**config.mk**
```make
export PLATFORM = sky130hd
export DESIGN_NAME = semaphore_round_robin_scheduler
export DESIGN_NICKNAME = d
export VERILOG_FILES = /design/src/rtl/srrs_pkg.sv /design/src/rtl/srrs_ram.sv /design/src/rtl/srrs_ctrl.sv /design/src/rtl/srrs_dp.sv /design/src/rtl/semaphore_round_robin_scheduler.sv
export SDC_FILE = /design/constraint.sdc
export NUM_CORES = 1
export LEC_CHECK = 0
export BUFFER_PORTS_ARGS = -buffer_cell sky130_fd_sc_hd__buf_2
export CAP_MARGIN = 40
export CORE_ASPECT_RATIO = 1.1
export CORE_UTILIZATION = 30
export CTS_BUF_LIST = sky130_fd_sc_hd__clkbuf_4
export DETAILED_ROUTE_END_ITERATION = 8
export PLACE_DENSITY = 0.55
export RECOVER_POWER = 100
export SLEW_MARGIN = 20
export SYNTH_ARGS = -nofsm -noshare
export SYNTH_HDL_FRONTEND = slang
export SYNTH_SLANG_ARGS = --single-unit
```
**constraint.sdc**
```tcl
create_clock -name clk -period 3.2 [get_ports clk]
set_input_delay 0.64 -clock clk [delete_from_list [all_inputs] [get_ports clk]]
set_output_delay 0.64 -clock clk [all_outputs]
set_load 0.1 [all_outputs]
```
**src/rtl/srrs_pkg.sv**
```systemverilog
`timescale 1ns / 1ps
// ----------------------------------------------------------------------------
// srrs_pkg: shared types for the semaphore round-robin scheduler
// Operation codes, slot status codes, controller states and the command and
// status bundles between controller and datapath.
// ----------------------------------------------------------------------------
package srrs_pkg;

  typedef enum logic [2:0] {
    OP_CREATE    = 3'd0,
    OP_TERMINATE = 3'd1,
    OP_SEM_INIT  = 3'd2,
    OP_WAIT      = 3'd3,
    OP_SIGNAL    = 3'd4,
    OP_TICK      = 3'd5
  } op_t;

  typedef enum logic [1:0] {
    PS_EMPTY   = 2'd0,
    PS_ACTIVE  = 2'd1,
    PS_BLOCKED = 2'd2,
    PS_TERM    = 2'd3
  } pstat_t;

  typedef enum logic [2:0] {
    S_IDLE,
    S_EXEC,
    S_SCAN,
    S_LINK,
    S_FINISH
  } state_t;

  typedef struct packed {
    logic accept;
    logic exec;
    logic scan_step;
    logic link_load;
    logic out_load;
  } cmd_t;

  typedef struct packed {
    logic need_scan;
    logic need_link;
    logic scan_done;
  } sts_t;

endpackage

```
**src/rtl/srrs_ram.sv**
```systemverilog
`timescale 1ns / 1ps
// ----------------------------------------------------------------------------
// srrs_ram: generic single-write, single-read RAM
// One write port and one read port with registered read data.
// ----------------------------------------------------------------------------
module srrs_ram #(
  parameter int WIDTH = 8,
  parameter int DEPTH = 16
) (
  input  logic                     clk,
  input  logic                     wr_en,
  input  logic [$clog2(DEPTH)-1:0] wr_addr,
  input  logic [WIDTH-1:0]         wr_data,
  input  logic [$clog2(DEPTH)-1:0] rd_addr,
  output logic [WIDTH-1:0]         rd_data
);

  logic [WIDTH-1:0] mem [DEPTH];
  logic [WIDTH-1:0] rd_data_r;

  always_ff @(posedge clk) begin
    if (wr_en) begin
      mem[wr_addr] <= wr_data;
    end
    rd_data_r <= mem[rd_addr];
  end

  assign rd_data = rd_data_r;

endmodule

```
**src/rtl/srrs_ctrl.sv**
```systemverilog
`timescale 1ns / 1ps
// ----------------------------------------------------------------------------
// srrs_ctrl: scheduler controller
// Sequences accept, execute, ring scan, queue link load and result transfer.
// ----------------------------------------------------------------------------
module srrs_ctrl (
  input  logic          clk,
  input  logic          rst_n,
  input  logic          in_valid,
  output logic          in_stall,
  output logic          out_valid,
  input  logic          out_stall,
  output srrs_pkg::cmd_t cmd,
  input  srrs_pkg::sts_t sts
);

  srrs_pkg::state_t state_r, state_nxt;
  logic             out_valid_r, out_valid_nxt;

  always_ff @(posedge clk) begin
    if (!rst_n) begin
      state_r     <= srrs_pkg::S_IDLE;
      out_valid_r <= 1'b0;
    end else begin
      state_r     <= state_nxt;
      out_valid_r <= out_valid_nxt;
    end
  end

  always_comb begin
    state_nxt     = state_r;
    cmd           = '0;
    out_valid_nxt = out_valid_r && out_stall;
    case (state_r)
      srrs_pkg::S_IDLE: begin
        if (in_valid) begin
          cmd.accept = 1'b1;
          state_nxt  = srrs_pkg::S_EXEC;
        end
      end
      srrs_pkg::S_EXEC: begin
        cmd.exec = 1'b1;
        if (sts.need_scan) begin
          state_nxt = srrs_pkg::S_SCAN;
        end else if (sts.need_link) begin
          state_nxt = srrs_pkg::S_LINK;
        end else begin
          state_nxt = srrs_pkg::S_FINISH;
        end
      end
      srrs_pkg::S_SCAN: begin
        cmd.scan_step = 1'b1;
        if (sts.scan_done) begin
          state_nxt = srrs_pkg::S_FINISH;
        end
      end
      srrs_pkg::S_LINK: begin
        cmd.link_load = 1'b1;
        state_nxt     = srrs_pkg::S_FINISH;
      end
      srrs_pkg::S_FINISH: begin
        // hold the result until the output register is free
        if (!out_valid_r || !out_stall) begin
          cmd.out_load  = 1'b1;
          out_valid_nxt = 1'b1;
          state_nxt     = srrs_pkg::S_IDLE;
        end
      end
      default: begin
        state_nxt = srrs_pkg::S_IDLE;
      end
    endcase
  end

  assign in_stall  = (state_r != srrs_pkg::S_IDLE);
  assign out_valid = out_valid_r;

endmodule

```
**src/rtl/srrs_dp.sv**
```systemverilog
`timescale 1ns / 1ps
// ----------------------------------------------------------------------------
// srrs_dp: scheduler datapath
// Process table, ring state, semaphore counts and wait queues, ring scan and
// the result register.
// ----------------------------------------------------------------------------
module srrs_dp #(
  parameter int NUM_PROCS  = 16,
  parameter int NUM_SEMS   = 4,
  parameter int COUNT_BITS = 8
) (
  input  logic           clk,
  input  logic           rst_n,
  input  srrs_pkg::cmd_t cmd,
  output srrs_pkg::sts_t sts,
  input  logic [2:0]     in_operation,
  input  logic [1:0]     in_sem_id,
  input  logic [7:0]     in_init_value,
  input  logic           in_os_busy,
  output logic [3:0]     out_current_process,
  output logic           out_switched,
  output logic           out_halted,
  output logic [3:0]     out_created_slot,
  output logic           out_table_full
);

  localparam int IdxW = $clog2(NUM_PROCS);
  localparam int CntW = $clog2(NUM_PROCS + 1);
  localparam int SemW = (NUM_SEMS > 1) ? $clog2(NUM_SEMS) : 1;
  localparam int SatW = (COUNT_BITS > 8) ? COUNT_BITS : 8;
  localparam logic [COUNT_BITS-1:0] CountMax = {COUNT_BITS{1'b1}};

  // latched item
  logic [2:0]      op_r, op_nxt;
  logic [1:0]      sid_r, sid_nxt;
  logic [7:0]      ival_r, ival_nxt;
  logic            busy_r, busy_nxt;
  logic [IdxW-1:0] before_r, before_nxt;
  logic [IdxW-1:0] created_r, created_nxt;
  logic            full_r, full_nxt;

  // scheduler state
  logic [IdxW-1:0] running_r, running_nxt;
  logic [CntW-1:0] count_r, count_nxt;
  logic            halt_r, halt_nxt;
  logic            halt_on_none_r, halt_on_none_nxt;

  logic [COUNT_BITS-1:0] sem_val_r [NUM_SEMS];
  logic [COUNT_BITS-1:0] sem_val_nxt [NUM_SEMS];
  logic                  q_empty_r [NUM_SEMS];
  logic                  q_empty_nxt [NUM_SEMS];
  logic [IdxW-1:0]       q_head_r [NUM_SEMS];
  logic [IdxW-1:0]       q_head_nxt [NUM_SEMS];
  logic [IdxW-1:0]       q_tail_r [NUM_SEMS];
  logic [IdxW-1:0]       q_tail_nxt [NUM_SEMS];

  // ring scan
  logic [IdxW-1:0] iss_s_r, iss_s_nxt;
  logic [CntW-1:0] iss_left_r, iss_left_nxt;
  logic            chk_v_r, chk_v_nxt;
  logic [IdxW-1:0] chk_s_r, chk_s_nxt;

  // result register
  logic [3:0] res_cur_r;
  logic       res_sw_r;
  logic       res_halt_r;
  logic [3:0] res_created_r;
  logic       res_full_r;

  // memories
  logic            st_we;
  logic [IdxW-1:0] st_waddr;
  logic [1:0]      st_wdata;
  logic [IdxW-1:0] st_raddr;
  logic [1:0]      st_rdata;
  logic            lk_we;
  logic [IdxW-1:0] lk_waddr;
  logic [IdxW-1:0] lk_wdata;
  logic [IdxW-1:0] lk_rdata;

  logic [SemW-1:0] sem_idx;
  logic            sem_ok;
  logic            cur_ok;
  logic            scan_found;
  logic            scan_none;
  logic [SatW-1:0] ival_ext;
  logic [COUNT_BITS-1:0] init_sat;
  logic [IdxW-1:0] head_cur;
  logic [IdxW-1:0] ring_first;
  logic [IdxW-1:0] iss_s_adv;

  srrs_ram #(.WIDTH(2), .DEPTH(NUM_PROCS)) u_status_ram (
    .clk     (clk),
    .wr_en   (st_we),
    .wr_addr (st_waddr),
    .wr_data (st_wdata),
    .rd_addr (st_raddr),
    .rd_data (st_rdata)
  );

  srrs_ram #(.WIDTH(IdxW), .DEPTH(NUM_PROCS)) u_link_ram (
    .clk     (clk),
    .wr_en   (lk_we),
    .wr_addr (lk_waddr),
    .wr_data (lk_wdata),
    .rd_addr (head_cur),
    .rd_data (lk_rdata)
  );

  assign sem_idx  = SemW'({{SemW{1'b0}}, sid_r});
  assign sem_ok   = (32'(sid_r) < 32'(NUM_SEMS));
  assign cur_ok   = (count_r != '0) && (st_rdata == srrs_pkg::PS_ACTIVE);
  assign head_cur = q_head_r[sem_idx];
  assign ival_ext = SatW'(ival_r);
  assign init_sat = (ival_ext > SatW'(CountMax)) ? CountMax : COUNT_BITS'(ival_ext);

  // slot after the running one, wrapping at the end of the ring
  assign ring_first = (CntW'(running_r) == count_r - CntW'(1)) ? '0
                      : running_r + IdxW'(1);
  assign iss_s_adv  = (CntW'(iss_s_r) == count_r - CntW'(1)) ? '0
                      : iss_s_r + IdxW'(1);

  assign scan_found = chk_v_r && (st_rdata == srrs_pkg::PS_ACTIVE);
  assign scan_none  = !chk_v_r && (iss_left_r == '0);
  assign st_raddr   = cmd.scan_step ? iss_s_r : running_r;

  always_comb begin
    op_nxt           = op_r;
    sid_nxt          = sid_r;
    ival_nxt         = ival_r;
    busy_nxt         = busy_r;
    before_nxt       = before_r;
    created_nxt      = created_r;
    full_nxt         = full_r;
    running_nxt      = running_r;
    count_nxt        = count_r;
    halt_nxt         = halt_r;
    halt_on_none_nxt = halt_on_none_r;
    sem_val_nxt      = sem_val_r;
    q_empty_nxt      = q_empty_r;
    q_head_nxt       = q_head_r;
    q_tail_nxt       = q_tail_r;
    iss_s_nxt        = iss_s_r;
    iss_left_nxt     = iss_left_r;
    chk_v_nxt        = chk_v_r;
    chk_s_nxt        = chk_s_r;
    st_we            = 1'b0;
    st_waddr         = running_r;
    st_wdata         = srrs_pkg::PS_ACTIVE;
    lk_we            = 1'b0;
    lk_waddr         = q_tail_r[sem_idx];
    lk_wdata         = running_r;
    sts              = '0;

    if (cmd.accept) begin
      op_nxt      = in_operation;
      sid_nxt     = in_sem_id;
      ival_nxt    = in_init_value;
      busy_nxt    = in_os_busy;
      before_nxt  = running_r;
      created_nxt = '0;
      full_nxt    = 1'b0;
    end

    if (cmd.exec && !halt_r) begin
      case (op_r)
        srrs_pkg::OP_CREATE: begin
          if (count_r < CntW'(NUM_PROCS)) begin
            st_we       = 1'b1;
            st_waddr    = IdxW'(count_r);
            st_wdata    = srrs_pkg::PS_ACTIVE;
            created_nxt = IdxW'(count_r);
            count_nxt   = count_r + CntW'(1);
          end else begin
            full_nxt = 1'b1;
          end
        end
        srrs_pkg::OP_TERMINATE: begin
          if (cur_ok) begin
            st_we    = 1'b1;
            st_wdata = srrs_pkg::PS_TERM;
          end
        end
        srrs_pkg::OP_SEM_INIT: begin
          if (sem_ok) begin
            sem_val_nxt[sem_idx] = init_sat;
            q_empty_nxt[sem_idx] = 1'b1;
          end
        end
        srrs_pkg::OP_WAIT: begin
          if (sem_ok) begin
            if (sem_val_r[sem_idx] != '0) begin
              sem_val_nxt[sem_idx] = sem_val_r[sem_idx] - COUNT_BITS'(1);
            end else if (cur_ok) begin
              // block current, append to the queue, then look for the next one
              st_we    = 1'b1;
              st_wdata = srrs_pkg::PS_BLOCKED;
              if (q_empty_r[sem_idx]) begin
                q_head_nxt[sem_idx]  = running_r;
                q_empty_nxt[sem_idx] = 1'b0;
              end else begin
                lk_we = 1'b1;
              end
              q_tail_nxt[sem_idx] = running_r;
              sts.need_scan       = 1'b1;
              halt_on_none_nxt    = 1'b1;
            end
          end
        end
        srrs_pkg::OP_SIGNAL: begin
          if (sem_ok) begin
            if (q_empty_r[sem_idx]) begin
              if (sem_val_r[sem_idx] != CountMax) begin
                sem_val_nxt[sem_idx] = sem_val_r[sem_idx] + COUNT_BITS'(1);
              end
            end else begin
              st_we    = 1'b1;
              st_waddr = head_cur;
              st_wdata = srrs_pkg::PS_ACTIVE;
              if (head_cur == q_tail_r[sem_idx]) begin
                q_empty_nxt[sem_idx] = 1'b1;
              end else begin
                sts.need_link = 1'b1;
              end
            end
          end
        end
        srrs_pkg::OP_TICK: begin
          if (count_r != '0 && !busy_r) begin
            sts.need_scan    = 1'b1;
            halt_on_none_nxt = !cur_ok;
          end
        end
        default: begin
        end
      endcase

      if (sts.need_scan) begin
        iss_s_nxt    = ring_first;
        iss_left_nxt = count_r - CntW'(1);
        chk_v_nxt    = 1'b0;
      end
    end

    if (cmd.scan_step) begin
      sts.scan_done = scan_found || scan_none;
      if (scan_found) begin
        running_nxt = chk_s_r;
        chk_v_nxt   = 1'b0;
      end else if (scan_none) begin
        halt_nxt = halt_r || halt_on_none_r;
      end else if (iss_left_r != '0) begin
        // one slot read issued per cycle, checked the cycle after
        chk_v_nxt    = 1'b1;
        chk_s_nxt    = iss_s_r;
        iss_s_nxt    = iss_s_adv;
        iss_left_nxt = iss_left_r - CntW'(1);
      end else begin
        chk_v_nxt = 1'b0;
      end
    end

    if (cmd.link_load) begin
      q_head_nxt[sem_idx] = lk_rdata;
    end
  end

  always_ff @(posedge clk) begin
    if (!rst_n) begin
      running_r <= '0;
      count_r   <= '0;
      halt_r    <= 1'b0;
      chk_v_r   <= 1'b0;
      for (int i = 0; i < NUM_SEMS; i++) begin
        sem_val_r[i] <= '0;
        q_empty_r[i] <= 1'b1;
      end
    end else begin
      running_r <= running_nxt;
      count_r   <= count_nxt;
      halt_r    <= halt_nxt;
      chk_v_r   <= chk_v_nxt;
      sem_val_r <= sem_val_nxt;
      q_empty_r <= q_empty_nxt;
    end
  end

  always_ff @(posedge clk) begin
    op_r           <= op_nxt;
    sid_r          <= sid_nxt;
    ival_r         <= ival_nxt;
    busy_r         <= busy_nxt;
    before_r       <= before_nxt;
    created_r      <= created_nxt;
    full_r         <= full_nxt;
    halt_on_none_r <= halt_on_none_nxt;
    q_head_r       <= q_head_nxt;
    q_tail_r       <= q_tail_nxt;
    iss_s_r        <= iss_s_nxt;
    iss_left_r     <= iss_left_nxt;
    chk_s_r        <= chk_s_nxt;
  end

  always_ff @(posedge clk) begin
    if (cmd.out_load) begin
      res_cur_r     <= 4'({4'b0000, running_r});
      res_sw_r      <= (running_r != before_r);
      res_halt_r    <= halt_r;
      res_created_r <= 4'({4'b0000, created_r});
      res_full_r    <= full_r;
    end
  end

  assign out_current_process = res_cur_r;
  assign out_switched        = res_sw_r;
  assign out_halted          = res_halt_r;
  assign out_created_slot    = res_created_r;
  assign out_table_full      = res_full_r;

endmodule

```
**src/rtl/semaphore_round_robin_scheduler.sv**
```systemverilog
`timescale 1ns / 1ps
// Flow: an input transfer is followed by execute, then a ring scan for a tick or a
//   blocking wait, or a queue link load for a signal that advances a queue, then finish.
// Items are taken one at a time; the next item is taken while the result waits, and
//   a stalled result holds the following one back.
// Reset (synchronous, rst_n low): clears control state, slot count, halt flag,
//   counts and queue flags at once; RAM contents are not cleared.
// ----------------------------------------------------------------------------
// semaphore_round_robin_scheduler: process scheduler with counting semaphores
// Round-robin ring of process slots, per-semaphore counts and FIFO wait queues.
// ----------------------------------------------------------------------------
module semaphore_round_robin_scheduler #(
  parameter int NUM_PROCS  = 16,
  parameter int NUM_SEMS   = 4,
  parameter int COUNT_BITS = 8
) (
  input  logic       clk,
  input  logic       rst_n,
  input  logic       in_valid,
  output logic       in_stall,
  input  logic [2:0] in_operation,
  input  logic [1:0] in_sem_id,
  input  logic [7:0] in_init_value,
  input  logic       in_os_busy,
  output logic       out_valid,
  input  logic       out_stall,
  output logic [3:0] out_current_process,
  output logic       out_switched,
  output logic       out_halted,
  output logic [3:0] out_created_slot,
  output logic       out_table_full
);

  srrs_pkg::cmd_t cmd;
  srrs_pkg::sts_t sts;

  srrs_ctrl u_ctrl (
    .clk       (clk),
    .rst_n     (rst_n),
    .in_valid  (in_valid),
    .in_stall  (in_stall),
    .out_valid (out_valid),
    .out_stall (out_stall),
    .cmd       (cmd),
    .sts       (sts)
  );

  srrs_dp #(
    .NUM_PROCS  (NUM_PROCS),
    .NUM_SEMS   (NUM_SEMS),
    .COUNT_BITS (COUNT_BITS)
  ) u_dp (
    .clk                 (clk),
    .rst_n               (rst_n),
    .cmd                 (cmd),
    .sts                 (sts),
    .in_operation        (in_operation),
    .in_sem_id           (in_sem_id),
    .in_init_value       (in_init_value),
    .in_os_busy          (in_os_busy),
    .out_current_process (out_current_process),
    .out_switched        (out_switched),
    .out_halted          (out_halted),
    .out_created_slot    (out_created_slot),
    .out_table_full      (out_table_full)
  );

endmodule

```
==> results.md <==
* Layout area overhead at 17.47%
* Port bufs at 30
* Top sig layer: met4
* Final setup TNS at 0 ps
* CTS Buffer Depth at 3
* Clock skew at 35.33 ps
* Insertion delay to the later sink of the worst-skew pair at 680 ps
* DR iter-0 viols at 575
* Met2 Wirelength at 13150 um
* Initial core utilization at 30.67%
* Rows at 72
* Library cells used by synthesis at 79
* VDD IR-drop max at 0.2437 mV
* First-pass GRT wire length at 43640 um
* Crit-path cells: buf_4 > mux4_2 > or4_4 > or3_4 > o221ai_2 > and3_1 > and2b_1
* Sw Share at 24.65%
* Cell family with most CP delay: simple AND/OR/NAND/NOR gates
* Register area share after synthesis at 56.27%
* Clock share of power at 39.4%
* Worst Path Required at 3560 ps
* Final WS setup at 14.02 ps
* Die H at 201.8 um
* WS Path Type: flip-flop to flip-flop
* CP peak stage delay at 600 ps
* MaxCap Viol Count at 3
* GPL Wtd Cong at 0.9278
* Min-Delay Path Class: input port to flip-flop
* Setup violators final at 0
* Startpoint Class: flip-flop
* Number of vias per cell at 5.025
* Final period utilization at 99.56%
* Sw power at 1.461 mW
* All-Layer GR Usage at 15.03%
* Status: finished with violations
* #FFs+latches synth at 233
* Synthesized net count at 927
* Routed met3 length at 1343 um
* Most frequent cells in the layout: 146 x edfxtp_1, 95 x nor2_1, 87 x dfxtp_1, 78 x clkbuf_4, 65 x mux2i_1
* Slowest CP cell: or4_4
* Fin cells at 1553
* Slew headroom at -6.640%
* Cell count after synthesis at 901
* Dominant synthesized flop cell: edfxtp_1
* Root Driver: clkbuf_4
* Total CTS buffers at 60
* Largest net degree at the start of global routing at 33
* Pins over their slew limit at 90
* RSZ-0062 raised after global routing: yes
* Fin util at 36.03%
* Commonest non-fill, non-tap cell in the layout: edfxtp_1
* Pwr Density at 463.4 nW/um2
* Leakage at 4.567 nW
* Vias in the first global route at 7946
* CP Max Fanout at 5
* Post-route DRC at 0
* Critical Path End Type: flip-flop
* H-tree depth at 2
* Vias at 7804
* Ports at 31
* R2R Setup Slk at 10 ps
* DRT antenna net count at 0
* Initial antenna violation count at 1
* Placeable Area at 35490 um2
* Mean Syn Cell Area at 12.08 um2
* Sequential share of power at 54.4%
* Fmax achieved at 313.9 MHz
* Num Clock Sinks at 233
* Die X-Extent at 183.6 um
* Met1 wire length at 12180 um
* Nets at 1049
* Detail Placement HPWL at 19060 um
* Hold Fails Final Rpt at 0
* Avg WL per Cell at 17.60 um
* TritonCTS clock tree: done
* Pre-CTS setup slack at -47.10 ps
* CP bufs+invs at 1
* Hold_buf cts at 0
* Min Tclk post-route at 3186 ps
* Post-Syn Area at 10890 um2
* Cell-internal power at 4.466 mW
* FFs w/ async S/R, synth at 0%
* Placed Cells at 1438
* EDFF count, synth at 146
* Clk slew on worst S/H paths at 70 ps
* Detailed Routing Iterations Pass 1 at 5
* Full die area at 37060 um2
* Failing checks: max-capacitance violations, max-slew violations
* Ratio of cells with drive above 1 in the final layout at 23.25%
* Global route overflow at 0
* Critical path arrival at 3550 ps
* Worst Max-Slew Pin Slew at 1600 ps
* Yosys warnings at 0
* Final WL at 27340 um
* Comb pwr share at 6.2%
[per-stage QoR]
stage                     hold slack, ps  total power [mW]  cell area (um2)
final                              132.5             5.927            12790
after global routing               53.65             6.187            12790
after CTS                          54.55             6.018            12800
after global placement             425.9             3.652            12030
after floorplan                    408.2             3.533            10930
after detailed placement           422.0             3.655            12050
[state kept, by name (all words and copies together) (netlist names), 2 cells and up, named ones only]
signal / cells
u_dp.q_tail_r: 16
u_dp.iss_left_r: 5
u_dp.created_r: 4
u_dp.before_r: 4
u_dp.op_r: 3
u_dp.count_r: 5
u_dp.u_status_ram.mem: 32
u_dp.out_current_process: 4
u_dp.u_link_ram.mem: 64
u_dp.sem_val_r: 32
u_dp.iss_s_r: 4
u_dp.lk_wdata: 4
u_dp.q_head_r: 16
u_dp.chk_s_r: 4
u_dp.u_link_ram.rd_data: 4
u_dp.u_status_ram.rd_data: 2
u_dp.ival_ext: 8
u_dp.out_created_slot: 4
u_ctrl.state_r: 3
u_dp.sem_idx: 2
[layout make-up]
class | count | area [um2]
timing repair buffer | 109 | 684.4
tap | 481 | 601.8
sequential | 233 | 6126
inverter | 18 | 67.56
antenna | 1 | 2.502
clock inverter | 32 | 127.6
clock buffer | 78 | 585.6
fill | 3560 | 22710
multi-input combinational | 601 | 4593
[worst paths after layout]
| path | from | depth (start not counted) | endpoint |
|---|---|---|---|
| worst max-delay path | u_dp.sem_idx[0] | 7 | u_dp.u_status_ram.mem[8][0] |
| worst min-delay path | in_init_value[6] | 1 | u_dp.ival_ext[6] |
| worst max register to register | u_dp.sem_idx[0] | 7 | u_dp.u_status_ram.mem[8][0] |
| worst min register to register | u_dp.created_r[2] | 0 | u_dp.out_created_slot[2] |
[metal layers]
| layer | global-route usage [%] | vias up |
|---|---|---|
| met4 | 5.417 | 0 |
| met1 | 19.55 | 3757 |
| met2 | 24.92 | 229 |
| met3 | 2.667 | 57 |
| li1 | - | 3761 |
| met5 | 0 | - |
[cells in the mapped netlist (12+ instances only)]
library cell | count | area, um2
nor3_1 | 17 | 85.08
edfxtp_1 | 146 | 4384
xor2_1 | 18 | 157.7
nor2_1 | 109 | 409.1
inv_1 | 17 | 63.81
a211oi_1 | 12 | 90.09
mux4_2 | 33 | 743.2
nand3_1 | 17 | 85.08
mux2i_1 | 66 | 660.6
a21oi_1 | 39 | 195.2
a222oi_1 | 12 | 120.1
clkbuf_1 | 30 | 112.6
o221ai_1 | 16 | 140.1
o21ai_0 | 30 | 150.1
nand2_1 | 53 | 198.9
dfxtp_1 | 87 | 1742
[power groups by stage]
stage	Combinational (mW)	Clock, mW	Sequential, mW
2_1_floorplan	0.230	0	3.30
3_3_place_gp	0.361	0	3.29
3_5_place_dp	0.364	0	3.29
4_1_cts	0.368	2.43	3.22
5_1_grt	0.396	2.56	3.23
6_report	0.366	2.33	3.23
[kinds of logic (layout without fill, tap and decap cells)]
| family | after synthesis | in the layout | synth area share (%) |
|---|---|---|---|
| multiplexers | 103 | 103 | 13.31 |
| buffers and inverters | 67 | 237 | 2.540 |
| flip-flops | 233 | 233 | 56.27 |
| XOR/XNOR | 29 | 29 | 2.333 |
| AO/OA/AOI/OAI | 181 | 181 | 11.73 |
| other | 0 | 1 | 0 |
| AND/OR/NAND/NOR | 280 | 280 | 12.90 |
| adder cells (fa/ha/maj) | 8 | 8 | 0.9195 |
[what timing repair did]
item	in CTS	in global routing
gates resized for setup	7	17
pin swaps	1	3
buffers inserted	3	1
setup endpoints to repair	86	80
No activity file was read; power rests on OpenSTA's default activity.
